### src/sv/fh64_pkg.sv
// Shared package for the fasthash64 string hash block.
// Holds constants, controller and operation codes, and command/status types.
// Depends on nothing; every other file imports it.
`default_nettype none

package fh64_pkg;

  // Field widths.
  localparam int WORD_W  = 64;
  localparam int HALF_W  = 32;
  localparam int COUNT_W = 4;
  localparam int LEN_W   = 16;

  // Hash constants.
  localparam logic [WORD_W-1:0] FH_MULT  = 64'h8803_55f2_1e6d_1965;
  localparam logic [WORD_W-1:0] MIX_MULT = 64'h2127_599b_f432_5c37;
  localparam int MIX_SHA = 23;
  localparam int MIX_SHB = 47;

  // Number of bytes in a full word.
  localparam logic [COUNT_W-1:0] BYTES_PER_WORD = 4'd8;

  // Controller states.
  typedef enum logic [2:0] {
    ST_IDLE,
    ST_SEED,
    ST_MIXW,
    ST_FOLD,
    ST_FIN,
    ST_EMIT
  } state_t;

  // Multiply operations run by the datapath.
  typedef enum logic [2:0] {
    OP_NONE,
    OP_SEED,
    OP_MIXW,
    OP_FOLD,
    OP_FIN
  } op_t;

  // Partial product steps of one 64-bit multiply.
  typedef logic [1:0] step_t;
  localparam step_t STEP_LO   = 2'd0;
  localparam step_t STEP_HL   = 2'd1;
  localparam step_t STEP_LAST = 2'd2;

  // Commands from controller to datapath.
  typedef struct packed {
    logic  load;
    op_t   op;
    step_t step;
    logic  emit;
  } fh_cmd_t;

  // Status from datapath to controller.
  typedef struct packed {
    logic in_last;
    logic in_fold;
    logic fold;
    logic last;
    logic out_free;
  } fh_status_t;

  // First half of the mix function.
  function automatic logic [WORD_W-1:0] mix_pre(input logic [WORD_W-1:0] v);
    return v ^ (v >> MIX_SHA);
  endfunction

  // Last half of the mix function, applied after the multiply.
  function automatic logic [WORD_W-1:0] mix_post(input logic [WORD_W-1:0] v);
    return v ^ (v >> MIX_SHB);
  endfunction

endpackage

`default_nettype wire

### src/sv/fh64_if.sv
// Channel interfaces for the fasthash64 block: string words in, digests out.
// Depends on fh64_pkg for field widths.
`default_nettype none

interface fh64_msg_if import fh64_pkg::*; ();
  logic               valid;
  logic               ready;
  logic [WORD_W-1:0]  word_data;
  logic [COUNT_W-1:0] byte_count;
  logic [LEN_W-1:0]   string_length;
  logic               last_word;

  modport source (output valid, word_data, byte_count, string_length, last_word,
                  input ready);
  modport sink   (input valid, word_data, byte_count, string_length, last_word,
                  output ready);
endinterface

interface fh64_digest_if import fh64_pkg::*; ();
  logic              valid;
  logic              ready;
  logic [WORD_W-1:0] hash_value;

  modport source (output valid, hash_value, input ready);
  modport sink   (input valid, hash_value, output ready);
endinterface

`default_nettype wire

### src/sv/fh64_datapath.sv
// Datapath of the fasthash64 block: item registers, running hash and a
// shared 32x32 multiplier that builds each 64-bit product in three steps.
// Depends on fh64_pkg.
`default_nettype none

module fh64_datapath import fh64_pkg::*; (
  input  wire logic               clk,
  input  wire logic               rst,
  input  wire fh_cmd_t            cmd,
  output fh_status_t              status,
  input  wire logic [WORD_W-1:0]  word_data,
  input  wire logic [COUNT_W-1:0] byte_count,
  input  wire logic [LEN_W-1:0]   string_length,
  input  wire logic               last_word,
  input  wire logic               out_ready,
  output logic                    out_valid,
  output logic [WORD_W-1:0]       hash_value
);

  logic [WORD_W-1:0] word_r;
  logic [LEN_W-1:0]  len_r;
  logic              fold_r;
  logic              last_r;
  logic [WORD_W-1:0] hash_r;
  logic [WORD_W-1:0] acc_r;

  logic              in_full;
  logic [WORD_W-1:0] byte_mask;
  logic [WORD_W-1:0] op_a;
  logic [WORD_W-1:0] op_b;
  logic [HALF_W-1:0] mul_x;
  logic [HALF_W-1:0] mul_y;
  logic [WORD_W-1:0] prod;
  logic [WORD_W-1:0] prod_sum;

  // Bytes at and above the count are cleared on a final partial word.
  always_comb begin
    in_full   = !last_word || (byte_count >= BYTES_PER_WORD);
    byte_mask = in_full ? {WORD_W{1'b1}}
                        : ~({WORD_W{1'b1}} << {byte_count[2:0], 3'b000});
  end

  // Operand selection for the current multiply.
  always_comb begin
    case (cmd.op)
      OP_SEED: op_a = {{(WORD_W-LEN_W){1'b0}}, len_r};
      OP_MIXW: op_a = mix_pre(word_r);
      OP_FOLD: op_a = hash_r;
      OP_FIN:  op_a = mix_pre(hash_r);
      default: op_a = hash_r;
    endcase
    op_b = ((cmd.op == OP_SEED) || (cmd.op == OP_FOLD)) ? FH_MULT : MIX_MULT;
  end

  // One partial product per step; only the low 64 bits of the full product are kept.
  always_comb begin
    case (cmd.step)
      STEP_LO: begin
        mul_x = op_a[HALF_W-1:0];
        mul_y = op_b[HALF_W-1:0];
      end
      STEP_HL: begin
        mul_x = op_a[WORD_W-1:HALF_W];
        mul_y = op_b[HALF_W-1:0];
      end
      default: begin
        mul_x = op_a[HALF_W-1:0];
        mul_y = op_b[WORD_W-1:HALF_W];
      end
    endcase
    prod     = mul_x * mul_y;
    prod_sum = (cmd.step == STEP_LO) ? prod
                                     : acc_r + {prod[HALF_W-1:0], {HALF_W{1'b0}}};
  end

  // Item registers, captured when a request is accepted.
  always_ff @(posedge clk) begin
    if (cmd.load) begin
      word_r <= word_data & byte_mask;
      len_r  <= string_length;
      fold_r <= !last_word || (byte_count != '0);
      last_r <= last_word;
    end
  end

  // Accumulator and running hash updates; the finishing multiply leaves the
  // completed digest in the accumulator.
  always_ff @(posedge clk) begin
    if (cmd.op != OP_NONE) begin
      if ((cmd.op == OP_FIN) && (cmd.step == STEP_LAST)) begin
        acc_r <= mix_post(prod_sum);
      end else begin
        acc_r <= prod_sum;
      end
      if (cmd.step == STEP_LAST) begin
        case (cmd.op)
          OP_SEED: hash_r <= prod_sum;
          OP_MIXW: hash_r <= hash_r ^ mix_post(prod_sum);
          OP_FOLD: hash_r <= prod_sum;
          default: hash_r <= hash_r;
        endcase
      end
    end
  end

  // Output register: the digest waits here while the next string is taken.
  always_ff @(posedge clk) begin
    if (rst) begin
      out_valid <= 1'b0;
    end else if (cmd.emit) begin
      out_valid <= 1'b1;
    end else if (out_ready) begin
      out_valid <= 1'b0;
    end
  end

  always_ff @(posedge clk) begin
    if (cmd.emit) begin
      hash_value <= acc_r;
    end
  end

  // Status towards the controller.
  always_comb begin
    status.in_last  = last_word;
    status.in_fold  = !last_word || (byte_count != '0);
    status.fold     = fold_r;
    status.last     = last_r;
    status.out_free = !out_valid || out_ready;
  end

endmodule

`default_nettype wire

### src/sv/fh64_ctrl.sv
// Controller of the fasthash64 block: sequences seed, mix, fold and finish
// multiplies and tracks whether a string is in progress.
// Depends on fh64_pkg.
`default_nettype none

module fh64_ctrl import fh64_pkg::*; (
  input  wire logic       clk,
  input  wire logic       rst,
  input  wire logic       in_valid,
  output logic            in_ready,
  input  wire fh_status_t status,
  output fh_cmd_t         cmd
);

  state_t state;
  state_t state_next;
  step_t  step;
  logic   inside_string;
  logic   step_done;
  logic   mul_busy;

  always_comb begin
    step_done = (step == STEP_LAST);
    mul_busy  = (state == ST_SEED) || (state == ST_MIXW) ||
                (state == ST_FOLD) || (state == ST_FIN);
  end

  // State, step counter and string tracking.
  always_ff @(posedge clk) begin
    if (rst) begin
      state         <= ST_IDLE;
      step          <= STEP_LO;
      inside_string <= 1'b0;
    end else begin
      state <= state_next;
      if (mul_busy && !step_done) begin
        step <= step + 2'd1;
      end else begin
        step <= STEP_LO;
      end
      if ((state == ST_IDLE) && in_valid) begin
        inside_string <= !status.in_last;
      end
    end
  end

  // Next state.
  always_comb begin
    state_next = state;
    case (state)
      ST_IDLE: begin
        if (in_valid) begin
          if (!inside_string) begin
            state_next = ST_SEED;
          end else if (status.in_fold) begin
            state_next = ST_MIXW;
          end else begin
            state_next = ST_FIN;
          end
        end
      end
      ST_SEED: begin
        if (step_done) begin
          state_next = status.fold ? ST_MIXW : ST_FIN;
        end
      end
      ST_MIXW: begin
        if (step_done) begin
          state_next = ST_FOLD;
        end
      end
      ST_FOLD: begin
        if (step_done) begin
          state_next = status.last ? ST_FIN : ST_IDLE;
        end
      end
      ST_FIN: begin
        if (step_done) begin
          state_next = ST_EMIT;
        end
      end
      ST_EMIT: begin
        if (status.out_free) begin
          state_next = ST_IDLE;
        end
      end
      default: state_next = ST_IDLE;
    endcase
  end

  // Outputs: handshake and datapath commands.
  always_comb begin
    in_ready = (state == ST_IDLE);
    cmd.load = (state == ST_IDLE) && in_valid;
    cmd.step = step;
    cmd.emit = (state == ST_EMIT) && status.out_free;
    case (state)
      ST_SEED: cmd.op = OP_SEED;
      ST_MIXW: cmd.op = OP_MIXW;
      ST_FOLD: cmd.op = OP_FOLD;
      ST_FIN:  cmd.op = OP_FIN;
      default: cmd.op = OP_NONE;
    endcase
  end

endmodule

`default_nettype wire

### src/sv/fasthash64_string_hash_top.sv
// fasthash64 string hash, top level. One request is taken at a time.
// A non-final word runs mix and fold multiplies, seeded first if it opens a string.
// A final word runs the finish multiply, after any seed, mix and fold it needs;
// every multiply is three passes through the one shared 32x32 multiplier.
// The digest sits in an output register, so the next string may start while it waits.
// Synchronous active-high reset returns the controller to idle with no string open.
`default_nettype none

module fasthash64_string_hash_top import fh64_pkg::*; (
  input wire logic     clk,
  input wire logic     rst,
  fh64_msg_if.sink     msg,
  fh64_digest_if.source digest
);

  fh_cmd_t    cmd;
  fh_status_t status;

  // Sequencer.
  fh64_ctrl u_ctrl (
    .clk      (clk),
    .rst      (rst),
    .in_valid (msg.valid),
    .in_ready (msg.ready),
    .status   (status),
    .cmd      (cmd)
  );

  // Arithmetic and storage.
  fh64_datapath u_datapath (
    .clk           (clk),
    .rst           (rst),
    .cmd           (cmd),
    .status        (status),
    .word_data     (msg.word_data),
    .byte_count    (msg.byte_count),
    .string_length (msg.string_length),
    .last_word     (msg.last_word),
    .out_ready     (digest.ready),
    .out_valid     (digest.valid),
    .hash_value    (digest.hash_value)
  );

endmodule

`default_nettype wire

### src/flat_wrapper.sv
// flat-port wrapper written by rule: the top's interface ports become plain ports
module fasthash64_string_hash_top_flat import fh64_pkg::*;
  (clk, rst, msg_valid, msg_word_data, msg_byte_count, msg_string_length, msg_last_word, msg_ready, digest_valid, digest_hash_value, digest_ready);
  fh64_msg_if msg_i ();
  fh64_digest_if digest_i ();
  input wire logic clk;
  input wire logic rst;
  input wire logic [$bits(msg_i.valid)-1:0] msg_valid;
  input wire logic [$bits(msg_i.word_data)-1:0] msg_word_data;
  input wire logic [$bits(msg_i.byte_count)-1:0] msg_byte_count;
  input wire logic [$bits(msg_i.string_length)-1:0] msg_string_length;
  input wire logic [$bits(msg_i.last_word)-1:0] msg_last_word;
  output wire logic [$bits(msg_i.ready)-1:0] msg_ready;
  output wire logic [$bits(digest_i.valid)-1:0] digest_valid;
  output wire logic [$bits(digest_i.hash_value)-1:0] digest_hash_value;
  input wire logic [$bits(digest_i.ready)-1:0] digest_ready;
  assign msg_i.valid = msg_valid;
  assign msg_i.word_data = msg_word_data;
  assign msg_i.byte_count = msg_byte_count;
  assign msg_i.string_length = msg_string_length;
  assign msg_i.last_word = msg_last_word;
  assign msg_ready = msg_i.ready;
  assign digest_valid = digest_i.valid;
  assign digest_hash_value = digest_i.hash_value;
  assign digest_i.ready = digest_ready;
  fasthash64_string_hash_top u_core (.clk(clk), .rst(rst), .msg(msg_i), .digest(digest_i));
endmodule
### config.mk
export PLATFORM = sky130hd
export DESIGN_NAME = fasthash64_string_hash_top_flat
export DESIGN_NICKNAME = d
export VERILOG_FILES = /design/src/sv/fh64_pkg.sv /design/src/sv/fh64_if.sv /design/src/sv/fh64_datapath.sv /design/src/sv/fh64_ctrl.sv /design/src/sv/fasthash64_string_hash_top.sv /design/src/flat_wrapper.sv
export SDC_FILE = /design/constraint.sdc
export NUM_CORES = 2
export LEC_CHECK = 0
export ABC_AREA = 0
export BUFFER_PORTS_ARGS = -buffer_cell sky130_fd_sc_hd__buf_2
export CORE_MARGIN = 1.5
export CORE_UTILIZATION = 70
export DETAILED_ROUTE_END_ITERATION = 8
export PLACE_DENSITY = 0.95
export SETUP_SLACK_MARGIN = 0.1
export SYNTH_ARGS = -nofsm -noshare
export SYNTH_HDL_FRONTEND = slang
export SYNTH_SLANG_ARGS = --single-unit
### constraint.sdc
create_clock -name clk -period 16.55 [get_ports clk]
set_input_delay 2.4825 -clock clk [delete_from_list [all_inputs] [get_ports clk]]
set_output_delay 2.4825 -clock clk [all_outputs]
set_load 0.01 [all_outputs]
==> metrics.txt <==
Post-CTS Setup Inserts 0; drt via density 6.547; Routed Antenna Nets 0; critical path type flop to flop; CP Max Fanout 53; Rows 92; # setup viols final 0; asr flop ratio synth 0%; Hold Slack 0.4606 ns; critical path capture point type flop; I/O Pins 155; Hold WC Path Type flop to flop; Synth Instances 4603; core box area 63200 sq um; starting density of the core 70.89%; Crit path required time 16.87 ns; Mapped Avg Cell Area 9.733 sq um; worst r2r src u_core.u_ctrl.step[0]; R2R Setup Slk 3.15 ns; Sink Count 281; CTS H-tree lvls 1; GPL Wtd Cong 1.095; Fin Clk Skew 0.03191 ns; Hold Crit Depth 0; Final Hold Violating Endpoints 0; fin crit period 13.40 ns; Final period util 80.96%; register area share after synthesis 18.68%; Residual DRC 7; Area Overhead vs Synth 5.812%; main flop type after synthesis edfxtp_1; first-pass GRT wire length 243.5 mm; Max Buffers Root-to-Sink 3; Fmax 74.63 MHz; Post-Synth XOR/XNOR Area 4.508%; failing checks design-rule violations; detailed-route via count 36354; post-synthesis sequential element count 281; setup TNS 0 ns; number of fill cells 4335; routed length per instance 30.04 um; Max-Cap Viols 0; Hold Path Sink u_core.u_datapath.hash_value[17]; Buffers & Inverters on Critical Path 11; initial antenna violation count 13; largest stage delay on the critical path 0.76 ns; final net count 5954; WP data arrival 13.72 ns; Synth Area in Simple Gates 10.50%; count of cell types in the netlist 98; Worst Tran Pin Value 1.263 ns; All-Layer GR Usage 51.64%; Post-synth EDFFs 274; post-synthesis compound-gate area fraction 9.203%; iteration-0 DRC count of the detailed router 5776; Reg2Reg Capture Point u_core.u_datapath.hash_r[16]; vias in the first global route 37188; Num CTS Buffers 27; Slew HR 14.90%; leading area contributor after synthesis fa_1; post-detail-place hpwl 140.3 mm; Remaining Overflow, GRT 0; cells on worst reg2reg path 42; CP max stage cell inv_2; CTS tree yes; CP Launch Type flop; Root Driver clkbuf_16; Port-buffer cells 154; largest net degree at the start of global routing 85; top post-synthesis cells by area fa_1, edfxtp_1, ha_1; die span in y 256.0 um; CP top delay family adder cells; Hold Path Origin u_core.u_datapath.acc_r[17]; largest family of logic cells by synthesized area adder cells; Clk Latency, worst-skew pair 0.59 ns; share of layout cells above drive strength 1 7.380%; Die W 256.0 um; mux cell area share after synthesis 1.201%; clk slew on worst S/H paths 0.07 ns; Syn Nets 5876; Ys Warns 0; post_cts resized 0; Post-Route WL 166.8 mm; Synth Area in Adders 45.74%; Post-CTS Hold Buffers 0; post-synth top area share 33.74%; Final Max Slew Viols 0; mapped cell area 44800 sq um; DR pass1 iterations 9; status finished, violations left; die area 65530 sq um; RSZ-0062 raised after global routing no
-- state kept, by name, indices dropped and copies added (netlist names), 2 cells and up --
name / flops
u_core.u_datapath.acc_r: 64
u_core.u_ctrl.step: 2
u_core.u_datapath.word_r: 64
u_core.u_ctrl.state: 3
u_core.u_datapath.hash_r: 64
u_core.u_datapath.len_r: 16
u_core.u_datapath.hash_value: 64
-- logic make-up (layout without fill, tap and decap cells) --
family | count (synthesis) | after routing
buf+inv | 1209 | 1308
fa+ha+maj | 1185 | 1185
simple gates | 1028 | 1028
compound gates | 624 | 624
flops | 281 | 281
xor+xnor | 225 | 225
mux | 51 | 51
other cells | 0 | 5
-- Yosys cell counts (18+ instances only) --
| master | number |
|---|---|
| fa_1 | 755 |
| clkbuf_1 | 123 |
| nand3_1 | 26 |
| and3_1 | 18 |
| a211oi_1 | 19 |
| o22ai_1 | 28 |
| xor2_1 | 98 |
| a22oi_1 | 26 |
| and2_1 | 50 |
| edfxtp_1 | 274 |
| xnor2_1 | 123 |
| mux2i_1 | 31 |
| inv_1 | 1047 |
| a31oi_1 | 31 |
| ha_1 | 429 |
| a21oi_1 | 198 |
| nor2b_1 | 64 |
| o21ai_0 | 97 |
| nand2b_1 | 64 |
| nand4_1 | 22 |
| nor3_1 | 22 |
| nand2_1 | 359 |
| o21bai_1 | 19 |
| nor2_1 | 348 |
| o21a_1 | 24 |
| a21o_1 | 65 |
-- layout make-up --
| type | instances | area (sq um) | area share, % |
|---|---|---|---|
| repair buffers | 200 | 1116 | 2.354 |
| well taps | 846 | 1059 | 2.233 |
| flip-flops and latches | 281 | 8369 | 17.66 |
| diodes | 5 | 12.51 | 0.02639 |
| multi-input cells | 3113 | 31950 | 67.39 |
| clock buffers | 34 | 732.0 | 1.544 |
| inverters | 1058 | 3971 | 8.378 |
| clock inverters | 16 | 197.7 | 0.4170 |
-- worst max path at each step --
stage / start / end / slack (ns) / cells after the start
2_1_floorplan: u_core.u_ctrl.state[2] / u_core.u_datapath.hash_r[16] / 5.74 / 46
3_3_place_gp: u_core.u_ctrl.step[0] / u_core.u_datapath.hash_r[16] / 3.91 / 42
3_5_place_dp: u_core.u_ctrl.step[0] / u_core.u_datapath.hash_r[16] / 3.70 / 42
4_1_cts: u_core.u_ctrl.step[0] / u_core.u_datapath.hash_r[16] / 3.58 / 42
5_1_grt: u_core.u_ctrl.step[0] / u_core.u_datapath.hash_r[16] / 2.88 / 43
6_report: u_core.u_ctrl.step[0] / u_core.u_datapath.hash_r[16] / 3.15 / 42
-- cell usage in the layout, fill, tap and decap left out, types with 63 or more instances in the layout --
cell,n
a21o_1,65
xor2_1,98
buf_2,154
nand2b_1,63
nand2_1,359
nor2_1,347
ha_1,424
o21ai_0,97
xnor2_1,122
fa_1,755
nor2b_1,64
edfxtp_1,274
a21oi_1,198
inv_1,1047
-- metal layers --
| layer | vias to the layer above | part of all wire, % | track usage, % |
|---|---|---|---|
| met5 | - | 0.046 | 0 |
| met4 | 8 | 8.8 | 33.14 |
| met3 | 900 | 16 | 19.23 |
| met2 | 3233 | 42 | 74.43 |
| met1 | 17545 | 34 | 65.91 |
| li1 | 14668 | - | - |
-- per-stage QoR --
stage | utilization, % | area (sq um) | setup WS [ns] | cells
finish | 75.01 | 47400 | 3.151 | 5553
global route | 75.00 | 47400 | 2.884 | 5551
CTS | 74.99 | 47390 | 3.578 | 5548
detailed placement | 73.52 | 46460 | 3.704 | 5498
global placement | 73.52 | 46460 | 3.912 | 5498
floorplan | - | 44800 | 5.741 | 4603
Power is left out: the tool's default activity adds up to more than one toggle a clock period on the data nets, which glitch-free logic cannot reach.
